$ cat config.mk
export PLATFORM = sky130hd
export DESIGN_NAME = ttab_ctrl
export DESIGN_NICKNAME = d
export VERILOG_FILES = /design/src/hw/rtl/ttab_pkg.sv /design/src/hw/rtl/ttab_ctrl.sv
export SDC_FILE = /design/constraint.sdc
export NUM_CORES = 1
export LEC_CHECK = 0
export BUFFER_PORTS_ARGS = -buffer_cell sky130_fd_sc_hd__buf_2
export CORE_AREA = 10 10 47 49
export CTS_CLUSTER_SIZE = 40
export DETAILED_ROUTE_END_ITERATION = 8
export DIE_AREA = 0 0 57 59
export GPL_TIMING_DRIVEN = 0
export PLACE_DENSITY_LB_ADDON = 0.05
export SYNTH_ARGS = -nofsm -noshare
export SYNTH_HDL_FRONTEND = slang
export SYNTH_SLANG_ARGS = --single-unit
$ cat constraint.sdc
create_clock -name clk -period 1.2 [get_ports clk]
set_input_delay 0.24 -clock clk [delete_from_list [all_inputs] [get_ports clk]]
set_output_delay 0.24 -clock clk [all_outputs]
set_load 0.1 [all_outputs]
$ cat src/hw/rtl/ttab_pkg.sv
package ttab_pkg;

    // Bucket count; the index is the low bits of the hash, so this stays a power of two.
    localparam int BUCKETS = 4096;
    localparam int IDX_W   = $clog2(BUCKETS);

    localparam int KEY_W   = 64;
    localparam int DEPTH_W = 8;
    localparam int SCORE_W = 16;
    localparam int KIND_W  = 2;
    localparam int CNT_W   = 32;

    localparam int LANE_ONE = 0;
    localparam int LANE_TWO = 1;

    localparam logic [CNT_W-1:0] COUNT_MAX = '1;

    typedef logic [1:0] cmd_t;
    localparam cmd_t CMD_PROBE  = 2'd0;
    localparam cmd_t CMD_INSERT = 2'd1;
    localparam cmd_t CMD_CLEAR  = 2'd2;

    typedef struct packed {
        logic [KIND_W-1:0]         kind;
        logic signed [SCORE_W-1:0] score;
        logic signed [DEPTH_W-1:0] depth;
        logic [KEY_W-1:0]          key;
    } lane_t;

    typedef struct packed {
        lane_t      second;
        lane_t      first;
        logic [1:0] valid;
    } bucket_t;

    localparam int BUCKET_W = $bits(bucket_t);

    typedef struct packed {
        cmd_t                      cmd;
        logic [KEY_W-1:0]          key;
        logic signed [DEPTH_W-1:0] depth;
        logic signed [SCORE_W-1:0] score;
        logic [KIND_W-1:0]         kind;
    } item_t;

    // controller -> datapath
    typedef struct packed {
        logic load;      // latch input beat, issue bucket read
        logic wr_en;     // write back updated bucket
        logic wipe;      // write an empty bucket at the sweep address
        logic out_load;  // load the result register
    } ctl_cmd_t;

    // datapath -> controller
    typedef struct packed {
        cmd_t item_cmd;
        logic wipe_last;
        logic out_busy;
    } ctl_sts_t;

endpackage

$ cat src/hw/rtl/ttab_ctrl.sv
module ttab_ctrl (
    input  logic              clk,
    input  logic              rst_n,
    input  logic              s_tvalid,
    output logic              s_tready,
    input  ttab_pkg::ctl_sts_t sts,
    output ttab_pkg::ctl_cmd_t cmd
);
    import ttab_pkg::*;

    typedef enum logic [1:0] {
        ST_WIPE,
        ST_IDLE,
        ST_EVAL
    } state_t;

    state_t state_reg;
    state_t state_next;

    always_comb
    begin
        state_next   = state_reg;
        s_tready     = 1'b0;
        cmd          = '0;
        case (state_reg)
            ST_WIPE:
            begin
                cmd.wipe = 1'b1;
                if (sts.wipe_last)
                begin
                    state_next = ST_IDLE;
                end
            end
            ST_IDLE:
            begin
                s_tready = 1'b1;
                cmd.load = s_tvalid;
                if (s_tvalid)
                begin
                    state_next = ST_EVAL;
                end
            end
            ST_EVAL:
            begin
                // bucket word is valid now; finish once the result slot is free
                if (!sts.out_busy)
                begin
                    cmd.out_load = 1'b1;
                    cmd.wr_en    = (sts.item_cmd == CMD_INSERT);
                    state_next   = (sts.item_cmd == CMD_CLEAR) ? ST_WIPE : ST_IDLE;
                end
            end
            default:
            begin
                state_next = ST_WIPE;
            end
        endcase
    end

    always_ff @(posedge clk or negedge rst_n)
    begin
        if (!rst_n)
        begin
            state_reg <= ST_WIPE;
        end
        else
        begin
            state_reg <= state_next;
        end
    end

endmodule

==> results of run 1 <==
## final cells by class
type	instances	share of cell area, %
Tap cell	16	5.26
Timing Repair Buffer	16	46.7
Sequential cell	2	13.8
Inverter	1	0.987
Multi-Input combinational cell	11	27.3
Clock buffer	3	5.92
## cell usage in the layout (no fill, tap or decap)
master	Yosys	final
buf_2	0	6
buf_12	0	5
clkbuf_4	0	3
buf_6	0	2
buf_4	0	2
dfrtp_2	0	2
nor2_4	0	1
and2b_2	1	1
and3b_2	1	1
or3b_4	0	1
nor3b_4	0	1
inv_2	0	1
nor2_1	2	1
and2_1	1	1
nor2b_1	1	1
o32ai_2	0	1
nand2_1	1	1
o21bai_1	1	1
dlygate4sd3_1	0	1
## cell usage after synthesis
cell      instances  area share [%]
and2_1            1             4.7
or3b_1            1             6.5
and3b_2           1             7.5
inv_1             1             2.8
nor3b_2           1             9.3
o32ai_1           1             6.5
nor2_1            2             5.6
dfrtp_1           2              37
o21bai_1          1             5.6
nand2_1           1             2.8
and2b_2           1             6.5
nor2b_1           1             4.7
## worst max path at each step
stage                   to  slack (ns)  depth (start not counted)
floorplan           cmd[2]       -0.72                          2
global placement    cmd[2]       -0.54                          3
detailed placement  cmd[2]       -0.54                          3
CTS                 cmd[2]       -0.49                          3
global route        cmd[2]       -0.52                          3
finish              cmd[2]       -0.47                          3
## timing repair
item | CTS | global route
setup buffers | 3 | 1
endpoints found under the setup margin | 5 | 6
pin swaps | 3 | 1
resized for setup | 25 | 2
hold buffers | 1 | 0
hold endpoints to repair | 2 | 0
## worst max-delay path, stage by stage (launching register included)
cell and delay (ns):
dfrtp_2 0.38, or3b_4 0.40, nor3b_4 0.21, buf_12 0.20
## cells by family after synthesis
logic type | count (synthesis)
AOI/OAI and AO/OA | 2
buffers and inverters | 1
DFF | 2
and+or+nand+nor | 9
## routing by layer
layer  up-vias  track usage, %  part of all wire, %
met5         -               0                    0
li1         86               -                    -
met2         7            6.05                   53
met3         0            3.43                  6.8
met4         0            5.03                    0
met1        84            3.44                   40
## metrics by stage
stage               setup slack (ns)  hold slack, ns
floorplan                     -0.717         -0.0556
global placement              -0.539          0.0245
detailed placement            -0.539          0.0270
CTS                           -0.486           0.276
global route                  -0.524           0.287
finish                        -0.470           0.284
==> qor.csv, run 1 <==
stage;metric;value;unit
yosys;yosysSeqAreaShare;37.4;%
setup_path;required;0.96;ns
routing;vias;177;
grt;grt_pass1_vias;241;
yosys;ys_ff_latch;2;
outcome;status;complete, but fails checks;
routing;firstDrtPassIters;3;
routing;vias_per_cell;3.61;
cells_and_area;area.growth.synth_to_final;184;%
setup_path;r2r_setup_slack;0.04;ns
place;place_area;220;µm²
yosys;synth-xor-area-share;0;%
grt;overflow;0;
cts;numCtsBuffers;3;
floorplan;die_area;0.00336;mm²
place;globalplace.congestion;0.664;
sta;finalSetupTns;-1.68;ns
floorplan;io-pin-count;12;
cts;clock_latency;0.23;ns
grt;grt_max_degree;7;
cts;cts_buffer_depth;2;
routing;drc;0;
routing;ant_nets;0;
cts;cts_max_level;1;
sta;drv_slew;0;
routing;drtIter0Drc;3;
cts;cts_root_buf;clkbuf_4;
yosys;yosys.area_share.simple;47.7;%
place;portBuffers;11;
floorplan;rows;14;
cells_and_area;stdcell_count;49;
cells_and_area;finish.utilization;27.1;%
yosys;synth-compound-area-share;12.1;%
floorplan;start_util;9.55;%
cts;clk_pin_slew;0.03;ns
flow_run;max_cap_violations;0;
cells_and_area;multi_input_area;104;µm²
routing;routedWlPerCell;12.0;µm
yosys;synth-warning-count;0;
yosys;syn_avg_cell_area;9.56;µm²
cts;cts.sinks;2;
routing;wl;588;µm
min_path;hp-start;sts[0];
cells_and_area;postLayoutCellArea;380;µm²
setup_path;worstPathMaxFanout;4;
yosys;synth.distinct_cells;12;
floorplan;die_h;59;µm
sta;finalSetupViolations;5;
setup_path;path_class;register to primary output;
outcome;violations;negative setup slack;
cells_and_area;drive_gt1_share;81.8;%
setup_path;arrival;1.43;ns
sta;slew_headroom;86.1;%
grt;grt_pass1_wl;1020;µm
sta;hold_violations;0;
cells_and_area;largest_register_ffs;2;
setup_path;r2r-end;state_reg[1];
sta;fin_crit;1.67;ns
grt;antenna_found_initial;0;
cells_and_area;diodes;0;
yosys;synthesis.nets;21;
setup_path;start_kind;register;
min_path;min_path_cells;3;
setup_path;reg2regPathDepth;4;
yosys;synth_mux_area_share;0;%
yosys;synth_top_family_by_area;simple AND/OR/NAND/NOR gates;
yosys;syn_inst;14;
place;dp_cells;41;
sta;worstMarginPinSlew;0.208;ns
cells_and_area;seq_area;52.6;µm²
floorplan;design.core.area;0.00140;mm²
sta;fin_crit_sh;139;%
setup_path;critPathLaunch;state_reg[1];
cts;cts_tree;built;
setup_path;crit_path_end_kind;primary output;
sta;finClkSkew;0.00491;ns
sta;rsz0062_at_grt;true;
yosys;synthAdderAreaFrac;0;%
sta;finalWorstSetupSlack;-0.470;ns
sta;fmax;0.599;GHz
yosys;synth_area;134;µm²
min_path;min_path_type;primary input to register;
min_path;hold_end;state_reg[1];
floorplan;die_w;57;µm
grt;track_usage;4.28;%
cells_and_area;nFillCells;160;
setup_path;worstReg2RegStart;state_reg[0];
cells_and_area;nNetsFinal;42;
Power of run 1 is not shown: default switching activity piles up to over one toggle a cycle in this logic, so the estimate is an artifact.
==> run 2: changes to the inputs <==
Clock period 1.2 ns to 1.4 ns, I/O delays scaled along.
==> run 2 against run 1 <==
The flow still finishes with violations (negative setup slack). Hold slack better by 0.040 ns. Core utilization is 0.54 points lower. Global-route usage stayed put. Wire length is 3.2% lower. Critical endpoint unchanged. Highest routed layer unchanged.
==> qor.csv, run 2 (same netlist as run 1, synthesis figures left out) <==
stage;metric;value;unit
cts;numCtsBuffers;3;
min_path;hold_end;state_reg[1];
place;pre_cts_ws;-0.379;ns
cts;clk_pin_slew;0.03;ns
cells_and_area;multi_input_area;96.3;µm²
grt;track_usage;4.28;%
min_path;hp-start;sts[0];
setup_path;crit_path_cell_trace;or3b_4, nor3b_4, buf_12;
sta;fin_crit_sh;123;%
routing;drc;0;
floorplan;io-pin-count;12;
sta;finClkSkew;0.00490;ns
setup_path;path_buf_inv;1;
cells_and_area;seq_area;52.6;µm²
cells_and_area;postLayoutCellArea;373;µm²
setup_path;worstPathMaxFanout;4;
cells_and_area;largest_register_ffs;2;
cts;cts_buffer_depth;2;
setup_path;crit_path_end_kind;primary output;
cts;cts_tree;built;
routing;vias;177;
cts;cts.sinks;2;
setup_path;cp_top_family;simple AND/OR/NAND/NOR gates;
sta;slew_headroom;84.8;%
floorplan;rows;14;
min_path;min_path_cells;3;
floorplan;start_util;9.55;%
grt;grt_max_degree;7;
sta;worstMarginPinSlew;0.228;ns
setup_path;start_kind;register;
cells_and_area;nFillCells;157;
cts;cts_root_buf;clkbuf_4;
place;portBuffers;11;
floorplan;die_w;57;µm
setup_path;r2r-end;state_reg[1];
setup_path;cp_slowest_cell;or3b_4;
sta;finalWorstSetupSlack;-0.316;ns
outcome;violations;negative setup slack;
routing;routedWlPerCell;11.6;µm
cells_and_area;layout_commonest_cell;buf_2;
flow_run;max_cap_violations;0;
setup_path;r2r_setup_slack;0.24;ns
min_path;min_path_type;primary input to register;
setup_path;cp_slowest_stage_delay;0.41;ns
setup_path;worstReg2RegStart;state_reg[0];
cts;clock_latency;0.23;ns
grt;grt_pass1_wl;1020;µm
grt;overflow;0;
routing;ant_nets;0;
sta;finalSetupViolations;5;
cts;cts_max_level;1;
routing;drtIter0Drc;4;
cells_and_area;nNetsFinal;42;
cells_and_area;drive_gt1_share;78.8;%
place;globalplace.congestion;0.664;
sta;fmax;0.583;GHz
cells_and_area;area.growth.synth_to_final;179;%
cells_and_area;diodes;0;
sta;drv_slew;0;
sta;hold_violations;0;
setup_path;path_class;register to primary output;
floorplan;design.core.area;0.00140;mm²
sta;fin_crit;1.72;ns
sta;rsz0062_at_grt;true;
setup_path;reg2regPathDepth;4;
setup_path;required;1.12;ns
outcome;status;complete, but fails checks;
setup_path;arrival;1.44;ns
cells_and_area;most-common-layout-cells;buf_2 (6), buf_12 (5), clkbuf_4 (3);
routing;vias_per_cell;3.61;
routing;wl;569;µm
floorplan;die_area;0.00336;mm²
routing;firstDrtPassIters;4;
grt;antenna_found_initial;0;
grt;grt_pass1_vias;239;
place;place_area;220;µm²
floorplan;die_h;59;µm
run 2: area by class of cell:
type	count	area share (%)
well taps	16	5.37
repair buffers	16	47.7
multi-input cells	11	25.8
clock buffers	3	6.04
inverters	1	1.01
flip-flops and latches	2	14.1
run 2: repair_timing:
item	4_1_cts	5_1_grt
hold endpoints to repair	2	0
endpoints found under the setup margin	5	5
pin swaps	2	2
gates cloned	0	0
hold buffers	1	0
setup buffers	3	1
gates resized for setup	25	1
run 2: worst reg2reg max path, stage by stage (launching register included):
cell and delay (ns):
dfrtp_2 0.40, buf_4 0.13, buf_6 0.12, and3b_2 0.23, o21bai_1 0.16
run 2: worst max path at each step:
| stage | start | to | cells after the start |
|---|---|---|---|
| after global placement | state_reg[0] | cmd[2] | 3 |
| final | state_reg[1] | cmd[2] | 3 |
| after global routing | state_reg[0] | cmd[2] | 3 |
| after floorplan | state_reg[0] | cmd[2] | 2 |
| after detailed placement | state_reg[0] | cmd[2] | 3 |
| after CTS | state_reg[0] | cmd[2] | 3 |
run 2: routing by layer:
layer  vias up  GRT usage [%]  wire length (µm)
met3         0           3.43                40
met5         -              0                 0
met2         7           6.05               283
li1         86              -                 -
met1        84           3.44               246
met4         0           5.03                 0
run 2: per-stage QoR:
step | instances | hold slack, ns | setup TNS [ns] | utilization, %
6_report | 49 | 0.324 | -0.885 | 26.6
5_1_grt | 49 | 0.327 | -1.11 | 26.6
4_1_cts | 48 | 0.316 | -0.738 | 25.8
3_5_place_dp | 41 | 0.0670 | -0.603 | 15.7
3_3_place_gp | 41 | 0.0645 | -0.609 | 15.7
2_1_floorplan | 14 | -0.0156 | -0.966 | -
Power of run 2 is left out for the same reason.
